[config.mk]
export PLATFORM = sky130hd
export DESIGN_NAME = move_to_front_list
export DESIGN_NICKNAME = d
export VERILOG_FILES = /design/src/rtl/core/mtfl_pkg.sv /design/src/rtl/core/mtfl_cell.sv /design/src/rtl/core/move_to_front_list.sv
export VERILOG_INCLUDE_DIRS = /design/src /design/src/rtl/core
export SDC_FILE = /design/constraint.sdc
export NUM_CORES = 1
export LEC_CHECK = 0
export BUFFER_PORTS_ARGS = -buffer_cell sky130_fd_sc_hd__buf_2
export CORE_UTILIZATION = 37
export CTS_CLUSTER_SIZE = 20
export DETAILED_ROUTE_END_ITERATION = 8
export HOLD_SLACK_MARGIN = 0.03
export SYNTH_ARGS = -nofsm -noshare
export SYNTH_HDL_FRONTEND = slang
export SYNTH_SLANG_ARGS = --single-unit
[constraint.sdc]
create_clock -name i_clk -period 8.7 [get_ports i_clk]
set_input_delay 1.305 -clock i_clk [delete_from_list [all_inputs] [get_ports i_clk]]
set_output_delay 1.305 -clock i_clk [all_outputs]
set_load 0.02 [all_outputs]
[src/rtl/core/move_to_front_list_defines.svh]
// ---------------------------------------------------------------------------
// move_to_front_list_defines
// assertion macros for the move-to-front list rtl
// ---------------------------------------------------------------------------
`ifndef MOVE_TO_FRONT_LIST_DEFINES_SVH
`define MOVE_TO_FRONT_LIST_DEFINES_SVH
`ifndef SYNTH
// property checked on every rising clock edge outside reset
`define MTFL_ASSERT(lbl, prop) \
    lbl: assert property (@(posedge i_clk) disable iff (!i_rst_n) prop) \
        else $error("move_to_front_list assertion failed");
// condition that must never be true outside reset
`define MTFL_NEVER(lbl, cond) \
    lbl: assert property (@(posedge i_clk) disable iff (!i_rst_n) !(cond)) \
        else $error("move_to_front_list forbidden condition seen");
`else
`define MTFL_ASSERT(lbl, prop)
`define MTFL_NEVER(lbl, cond)
`endif
`endif

[src/rtl/core/mtfl_pkg.sv]
// ---------------------------------------------------------------------------
// mtfl_pkg
// types and codes shared by the move-to-front list and its cells
// ---------------------------------------------------------------------------
package mtfl_pkg;

    localparam int VALUE_W = 32;
    localparam int POS_W   = 4;

    localparam logic FUNC_INSERT = 1'b0;
    localparam logic FUNC_FIND   = 1'b1;

    localparam logic [1:0] ST_INSERTED  = 2'd0;
    localparam logic [1:0] ST_FULL      = 2'd1;
    localparam logic [1:0] ST_FOUND     = 2'd2;
    localparam logic [1:0] ST_NOT_FOUND = 2'd3;

    typedef struct packed {
        logic                      func;
        logic signed [VALUE_W-1:0] value;
    } t_in;

    typedef struct packed {
        logic [1:0]       status;
        logic [POS_W-1:0] position;
    } t_out;

    // strobes broadcast to every cell
    typedef struct packed {
        logic               cmp;
        logic               ins;
        logic               move;
        logic               found;
        logic [VALUE_W-1:0] value;
    } t_cell_ctl;

endpackage

[src/rtl/core/mtfl_cell.sv]
// ---------------------------------------------------------------------------
// mtfl_cell
// one list slot: holds an entry, compares it, shifts in its neighbor's entry
// ---------------------------------------------------------------------------
module mtfl_cell
    import mtfl_pkg::*;
(
    input  logic               i_clk,
    input  t_cell_ctl          i_ctl,
    input  logic               i_occ,
    input  logic [VALUE_W-1:0] i_prev_entry,
    input  logic               i_seen,
    output logic [VALUE_W-1:0] o_entry,
    output logic               o_seen,
    output logic               o_first
);

    logic [VALUE_W-1:0] r_entry;
    logic               r_hit;
    logic               w_take;

    // on a find only slots up to the first match move back
    assign w_take = i_ctl.ins || (i_ctl.move && i_ctl.found && !i_seen);

    always_ff @(posedge i_clk) begin
        if (i_ctl.cmp) begin
            r_hit <= i_occ && (r_entry == i_ctl.value);
        end
        if (w_take) begin
            r_entry <= i_prev_entry;
        end
    end

    assign o_entry = r_entry;
    assign o_seen  = i_seen || r_hit;
    assign o_first = r_hit && !i_seen;

endmodule

[src/rtl/core/move_to_front_list.sv]
// ---------------------------------------------------------------------------
// move_to_front_list
// self-organizing list of signed values kept in move-to-front order
// ---------------------------------------------------------------------------
// Usage: input beats carry func (insert or find) and a 32-bit value on
// i_in_data, handshaken by i_in_valid / o_in_ready. Each beat gives exactly
// one result beat on o_out_data (status, position) via o_out_valid /
// i_out_ready. Insert puts the value at the front unless the list holds
// CAPACITY entries (status full). Find reports the first match from the
// front and moves it there, or reports not found.
// Sequence: one beat is taken, then every cell compares its entry in the next
// cycle; once the output register is free, the row of cells shifts by one
// slot and the result is written to the output register. A new beat is taken
// only after the result of the previous one has been written, set by the
// compare-then-shift sequence through the cell row.
// Reset empties the list (entry count zero) and clears the output valid flag.
// If the receiver stalls, one result waits in the output register; a second
// finished beat holds in the shift step until that register frees up.
// ---------------------------------------------------------------------------
`include "move_to_front_list_defines.svh"

module move_to_front_list
    import mtfl_pkg::*;
#(
    parameter int CAPACITY = 16
) (
    input  logic i_clk,
    input  logic i_rst_n,
    input  logic i_in_valid,
    output logic o_in_ready,
    input  t_in  i_in_data,
    output logic o_out_valid,
    input  logic i_out_ready,
    output t_out o_out_data
);

    localparam int CNT_W = $clog2(CAPACITY + 1);

    localparam logic [1:0] S_IDLE = 2'd0;
    localparam logic [1:0] S_CMP  = 2'd1;
    localparam logic [1:0] S_UPD  = 2'd2;

    logic [1:0]         r_state, n_state;
    logic [CNT_W-1:0]   r_count, n_count;
    logic               r_func;
    logic [VALUE_W-1:0] r_value;
    logic               r_out_valid, n_out_valid;
    t_out               r_out, n_out;

    t_cell_ctl          w_ctl;
    logic               w_advance;
    logic               w_full;
    logic               w_found;
    logic [POS_W-1:0]   w_pos;
    logic [CAPACITY-1:0] w_occ;
    logic [CAPACITY-1:0] w_first;
    logic [CAPACITY:0]   w_seen;
    logic [VALUE_W-1:0]  w_entry [CAPACITY+1];

    assign w_full    = (r_count == CNT_W'(CAPACITY));
    assign w_advance = (r_state == S_UPD) && (!r_out_valid || i_out_ready);
    assign w_found   = w_seen[CAPACITY];

    assign w_ctl.cmp   = (r_state == S_CMP);
    assign w_ctl.ins   = w_advance && (r_func == FUNC_INSERT) && !w_full;
    assign w_ctl.move  = w_advance && (r_func == FUNC_FIND);
    assign w_ctl.found = w_found;
    assign w_ctl.value = r_value;

    // the front cell takes the new value; each later cell takes its neighbor's
    assign w_entry[0] = r_value;
    assign w_seen[0]  = 1'b0;

    for (genvar g = 0; g < CAPACITY; g++) begin : g_cell
        assign w_occ[g] = (CNT_W'(g) < r_count);
        mtfl_cell u_cell (
            .i_clk        (i_clk),
            .i_ctl        (w_ctl),
            .i_occ        (w_occ[g]),
            .i_prev_entry (w_entry[g]),
            .i_seen       (w_seen[g]),
            .o_entry      (w_entry[g+1]),
            .o_seen       (w_seen[g+1]),
            .o_first      (w_first[g])
        );
    end

    // first match is one-hot, so or-ing the indexes encodes it
    always_comb begin
        w_pos = '0;
        for (int i = 0; i < CAPACITY; i++) begin
            if (w_first[i]) begin
                w_pos = w_pos | POS_W'(i);
            end
        end
    end

    always_comb begin
        n_state     = r_state;
        n_count     = r_count;
        n_out_valid = r_out_valid;
        n_out       = r_out;
        if (i_out_ready) begin
            n_out_valid = 1'b0;
        end
        unique case (r_state)
            S_IDLE: begin
                if (i_in_valid) begin
                    n_state = S_CMP;
                end
            end
            S_CMP: begin
                n_state = S_UPD;
            end
            S_UPD: begin
                if (w_advance) begin
                    n_state      = S_IDLE;
                    n_out_valid  = 1'b1;
                    n_out.position = '0;
                    if (r_func == FUNC_INSERT) begin
                        if (w_full) begin
                            n_out.status = ST_FULL;
                        end else begin
                            n_out.status = ST_INSERTED;
                            n_count      = r_count + CNT_W'(1);
                        end
                    end else if (w_found) begin
                        n_out.status   = ST_FOUND;
                        n_out.position = w_pos;
                    end else begin
                        n_out.status = ST_NOT_FOUND;
                    end
                end
            end
            default: begin
                n_state = S_IDLE;
            end
        endcase
    end

    always_ff @(posedge i_clk) begin
        if (!i_rst_n) begin
            r_state     <= S_IDLE;
            r_count     <= '0;
            r_out_valid <= 1'b0;
        end else begin
            r_state     <= n_state;
            r_count     <= n_count;
            r_out_valid <= n_out_valid;
        end
    end

    always_ff @(posedge i_clk) begin
        r_out <= n_out;
        if (i_in_valid && o_in_ready) begin
            r_func  <= i_in_data.func;
            r_value <= i_in_data.value;
        end
    end

    assign o_in_ready  = (r_state == S_IDLE);
    assign o_out_valid = r_out_valid;
    assign o_out_data  = r_out;

    `MTFL_NEVER(a_count_bound, r_count > CNT_W'(CAPACITY))
    `MTFL_ASSERT(a_first_onehot, (r_state == S_UPD) |-> $onehot0(w_first))
    `MTFL_ASSERT(a_insert_grows, w_ctl.ins |=> (r_count == $past(r_count) + CNT_W'(1)))
    `MTFL_ASSERT(a_find_keeps_count, w_ctl.move |=> $stable(r_count))

endmodule

==> flow_results.xml <==
<?xml version="1.0" encoding="UTF-8"?>
<metrics>
  <group name="job">
    <metric name="drv_cap" unit="">0</metric>
  </group>
  <group name="cells_and_area">
    <metric name="finalInstanceArea" unit="mm²">0.02713</metric>
    <metric name="post_layout_nonfiller_instances" unit="">2424</metric>
    <metric name="design.final.nets" unit="">1571</metric>
    <metric name="drive_above_1_share" unit="%">12.23</metric>
    <metric name="antenna_diode_count" unit="">0</metric>
    <metric name="syn2layout_area_growth" unit="%">14.15</metric>
  </group>
  <group name="global_route">
    <metric name="first_global_vias" unit="">12570</metric>
    <metric name="grtUsageTotal" unit="%">18.65</metric>
    <metric name="initial_antenna_violation_count" unit="">0</metric>
    <metric name="globalRoute.totalOverflow" unit="">0</metric>
    <metric name="grt_max_degree" unit="">34</metric>
    <metric name="grt_pass1_wl" unit="µm">88820</metric>
  </group>
  <group name="floorplanning">
    <metric name="core-area" unit="mm²">0.06331</metric>
    <metric name="io_pins" unit="">45</metric>
    <metric name="die_width" unit="µm">255.4</metric>
    <metric name="die_y" unit="µm">255.4</metric>
    <metric name="die_area" unit="mm²">0.06525</metric>
    <metric name="floorplan.initialDensity" unit="%">37.54</metric>
    <metric name="core.rowCount" unit="">92</metric>
  </group>
  <group name="clock_tree">
    <metric name="ctsResizeCount" unit="">0</metric>
    <metric name="worstSkewPairLatency" unit="ps">640</metric>
    <metric name="cts-root-buf" unit="">sky130_fd_sc_hd__clkbuf_16</metric>
    <metric name="cts.hold.buffers_added" unit="">0</metric>
    <metric name="cts_inserted_buffers" unit="">56</metric>
    <metric name="cts_tree" unit="">built</metric>
    <metric name="clock-sinks" unit="">575</metric>
    <metric name="cts_buffer_depth" unit="">3</metric>
    <metric name="cts-htree-levels" unit="">2</metric>
    <metric name="cts.clk_slew.worst_paths" unit="ps">60</metric>
    <metric name="post-cts-setup-buffer-count" unit="">0</metric>
  </group>
  <group name="detailed_routing">
    <metric name="final_antenna_net_count" unit="">0</metric>
    <metric name="routedWlPerCell" unit="µm">25.09</metric>
    <metric name="detail_route.first_pass.iterations" unit="">5</metric>
    <metric name="routed_wirelength" unit="µm">60830</metric>
    <metric name="routed-via-count" unit="">12320</metric>
    <metric name="route.detailed.vias_per_inst" unit="">5.082</metric>
    <metric name="route.detailed.drc" unit="">0</metric>
    <metric name="detail_route.iter0.violations" unit="">1056</metric>
  </group>
  <group name="synth">
    <metric name="synth_seq_cells" unit="">575</metric>
    <metric name="count_of_flip_flops_with_a_built_in_enable_after_synthesis" unit="">567</metric>
    <metric name="yosys.cell_count.top_type" unit="">sky130_fd_sc_hd__edfxtp_1</metric>
    <metric name="ys_dominant_reg_cell" unit="">sky130_fd_sc_hd__edfxtp_1</metric>
    <metric name="yosysWarnings" unit="">0</metric>
    <metric name="syn-num-nets" unit="">1491</metric>
    <metric name="synth.lib_cells_used.distinct" unit="">47</metric>
    <metric name="synthArstFlopShare" unit="%">0</metric>
    <metric name="synthCells" unit="">1452</metric>
    <metric name="synth.yosys.seq_area_share" unit="%">72.32</metric>
    <metric name="yosys.area.top_type_share" unit="%">71.64</metric>
    <metric name="post_synth_instance_area" unit="mm²">0.02377</metric>
    <metric name="synthTopCellsByArea" unit="">sky130_fd_sc_hd__edfxtp_1 72%, sky130_fd_sc_hd__xor2_1 17%, sky130_fd_sc_hd__nor4_1 3.1%</metric>
    <metric name="synth.cells.most_frequent" unit="">567 x sky130_fd_sc_hd__edfxtp_1, 457 x sky130_fd_sc_hd__xor2_1, 116 x sky130_fd_sc_hd__nor4_1</metric>
    <metric name="post_synth.cell_area_avg" unit="µm²">16.37</metric>
    <metric name="synth_area_leader_cell" unit="">sky130_fd_sc_hd__edfxtp_1</metric>
  </group>
  <group name="sta">
    <metric name="clock_skew" unit="ps">37.22</metric>
    <metric name="worst_slew_margin_rel" unit="%">17.07</metric>
    <metric name="report.final.hold_viol_count" unit="">0</metric>
    <metric name="setup-violations-final" unit="">0</metric>
    <metric name="final_period_minus_worst_setup_slack" unit="ps">3348</metric>
    <metric name="totalNegativeSetupSlack" unit="ps">0</metric>
    <metric name="slew_at_the_pin_closest_to_its_max_slew_limit" unit="ps">1241</metric>
    <metric name="finalCritPeriodShare" unit="%">38.48</metric>
    <metric name="fmaxAchievable" unit="MHz">298.7</metric>
    <metric name="rsz_0062_raised_after_global_routing" unit="">false</metric>
    <metric name="report.final.slew_viol_count" unit="">0</metric>
  </group>
  <group name="min_path">
    <metric name="min_path_type" unit="">register to register</metric>
    <metric name="timing.hold.worst.start" unit="">g_cell[8].u_cell.o_entry[23]$_DFFE_PP_</metric>
  </group>
  <group name="setup_path">
    <metric name="critPathCaptureType" unit="">register</metric>
    <metric name="critical_path_required" unit="ps">8950</metric>
    <metric name="cp-startpoint" unit="">i_out_ready</metric>
    <metric name="setup.worst_path.class" unit="">primary input to register</metric>
    <metric name="cpLargestDelayFamily" unit="">compound AO/OA/AOI/OAI gates</metric>
    <metric name="path_buf_inv" unit="">1</metric>
    <metric name="max_stage_delay" unit="ps">930</metric>
    <metric name="crit-reg2reg-launch" unit="">g_cell[0].u_cell.r_hit$_DFFE_PN_</metric>
    <metric name="worst-path-max-fanout" unit="">32</metric>
    <metric name="worst_setup_path_start_kind" unit="">primary input</metric>
    <metric name="crit_arrival" unit="ps">3600</metric>
    <metric name="cp_slowest_cell" unit="">sky130_fd_sc_hd__o21ai_4</metric>
    <metric name="sequence_of_cells_on_the_critical_path" unit="">buf_2 &gt; nand2b_1 &gt; nor2b_1 &gt; o311ai_4 &gt; o21ai_4</metric>
  </group>
  <group name="power">
    <metric name="clkPwrFrac" unit="%">42.3</metric>
    <metric name="pwr-share-seq" unit="%">52.2</metric>
    <metric name="comb_power_share" unit="%">5.5</metric>
    <metric name="p_leak" unit="nW">8.958</metric>
    <metric name="irDropWorstVdd" unit="µV">157.4</metric>
    <metric name="switching_power" unit="mW">1.310</metric>
    <metric name="p_per_cell_area" unit="mW/mm²">220.3</metric>
    <metric name="switching_power_share_of_the_total" unit="%">21.92</metric>
    <metric name="power.internal" unit="mW">4.667</metric>
    <metric name="p_total" unit="mW">5.977</metric>
  </group>
  <group name="placed_design">
    <metric name="place.gp.congestion" unit="">0.8412</metric>
    <metric name="port_buffers" unit="">44</metric>
    <metric name="post-place-cells" unit="">2320</metric>
    <metric name="placement.cell_area" unit="mm²">0.02523</metric>
    <metric name="dp.final_hpwl" unit="µm">40570</metric>
  </group>
  <group name="outcome">
    <metric name="status" unit="">complete, no violations</metric>
  </group>
</metrics>
[per-stage QoR]
stage / util, % / hold slack, ps / worst slack, ps
2_1_floorplan: - / 420.6 / 3423
3_3_place_gp: 39.86 / 450.9 / 4750
3_5_place_dp: 39.86 / 454.7 / 4697
4_1_cts: 42.85 / 465.9 / 5372
5_1_grt: 42.85 / 472.1 / 5106
6_report: 42.85 / 464.4 / 5352
[final timing paths]
kind	to	slack [ps]	cells after the start
worst min-delay path	g_cell[9].u_cell.o_entry[23]$_DFFE_PP_	460	0
worst max-delay path	g_cell[1].u_cell.o_entry[18]$_DFFE_PP_	5350	5
worst max register to register	g_cell[8].u_cell.o_entry[7]$_DFFE_PP_	5630	5
worst min register to register	g_cell[9].u_cell.o_entry[23]$_DFFE_PP_	460	0
[cells by family after synthesis]
logic type | count (synthesis) | synth area share [%]
xor+xnor | 513 | 18.91
mux | 1 | 0.04212
buf+inv | 80 | 1.369
fa+ha+maj | 2 | 0.1053
flops | 575 | 72.32
simple gates | 234 | 5.928
compound gates | 47 | 1.332
[per-layer routing]
| metal | vias up | wire [µm] | GRT usage (%) | share of wire, % |
|---|---|---|---|---|
| met5 | - | 0 | 0 | 0 |
| met4 | 0 | 1187 | 4.836 | 2.0 |
| met3 | 84 | 2561 | 2.401 | 4.2 |
| met2 | 356 | 30080 | 31.63 | 49 |
| met1 | 6357 | 27000 | 25.22 | 44 |
| li1 | 5522 | - | - | - |
[power groups by stage]
stage / clock (mW) / combinational (mW) / sequential (mW)
after global placement: 0 / 0.327 / 3.18
after global routing: 2.67 / 0.354 / 3.12
final: 2.53 / 0.330 / 3.12
after floorplan: 0 / 0.210 / 3.17
after detailed placement: 0 / 0.329 / 3.18
after CTS: 2.57 / 0.332 / 3.12
[placed cells by master, fill, tap and decap left out, types with 5 or more instances in the layout]
cell and instances:
sky130_fd_sc_hd__o21ai_2 7, sky130_fd_sc_hd__inv_1 8, sky130_fd_sc_hd__buf_2 44, sky130_fd_sc_hd__clkinv_2 6, sky130_fd_sc_hd__clkbuf_16 56, sky130_fd_sc_hd__a21oi_1 10
sky130_fd_sc_hd__buf_4 50, sky130_fd_sc_hd__bufinv_16 9, sky130_fd_sc_hd__dfxtp_1 8, sky130_fd_sc_hd__edfxtp_1 567, sky130_fd_sc_hd__clkbuf_1 13, sky130_fd_sc_hd__nand2b_1 5
sky130_fd_sc_hd__xor2_1 457, sky130_fd_sc_hd__nor4_1 116, sky130_fd_sc_hd__clkinv_1 13, sky130_fd_sc_hd__nand3_1 22, sky130_fd_sc_hd__nand2_1 5, sky130_fd_sc_hd__xnor2_1 56
sky130_fd_sc_hd__nand4_1 28, sky130_fd_sc_hd__nor3_1 22, sky130_fd_sc_hd__nor2_1 10, sky130_fd_sc_hd__or3_1 7, sky130_fd_sc_hd__o21ai_0 6, sky130_fd_sc_hd__o31ai_4 5
[state kept, by name, summed over array words and instances, names as in the netlist]
signal	count
g_cell.u_cell.r_hit	16
r_state	2
r_value	32
g_cell.u_cell.o_entry	512
r_func	1
o_out_data	6
r_count	5
o_out_valid	1
[layout make-up]
| class | instances | area [µm²] |
|---|---|---|
| fillers | 5690 | 36180 |
| flip-flops and latches | 575 | 17190 |
| multi-input cells | 797 | 6364 |
| clock buffers | 72 | 1491 |
| well taps | 846 | 1059 |
| repair buffers | 94 | 595.6 |
| clock inverters | 32 | 401.6 |
| inverters | 8 | 30.03 |
Note: power is estimated with default switching activity, not from simulation.
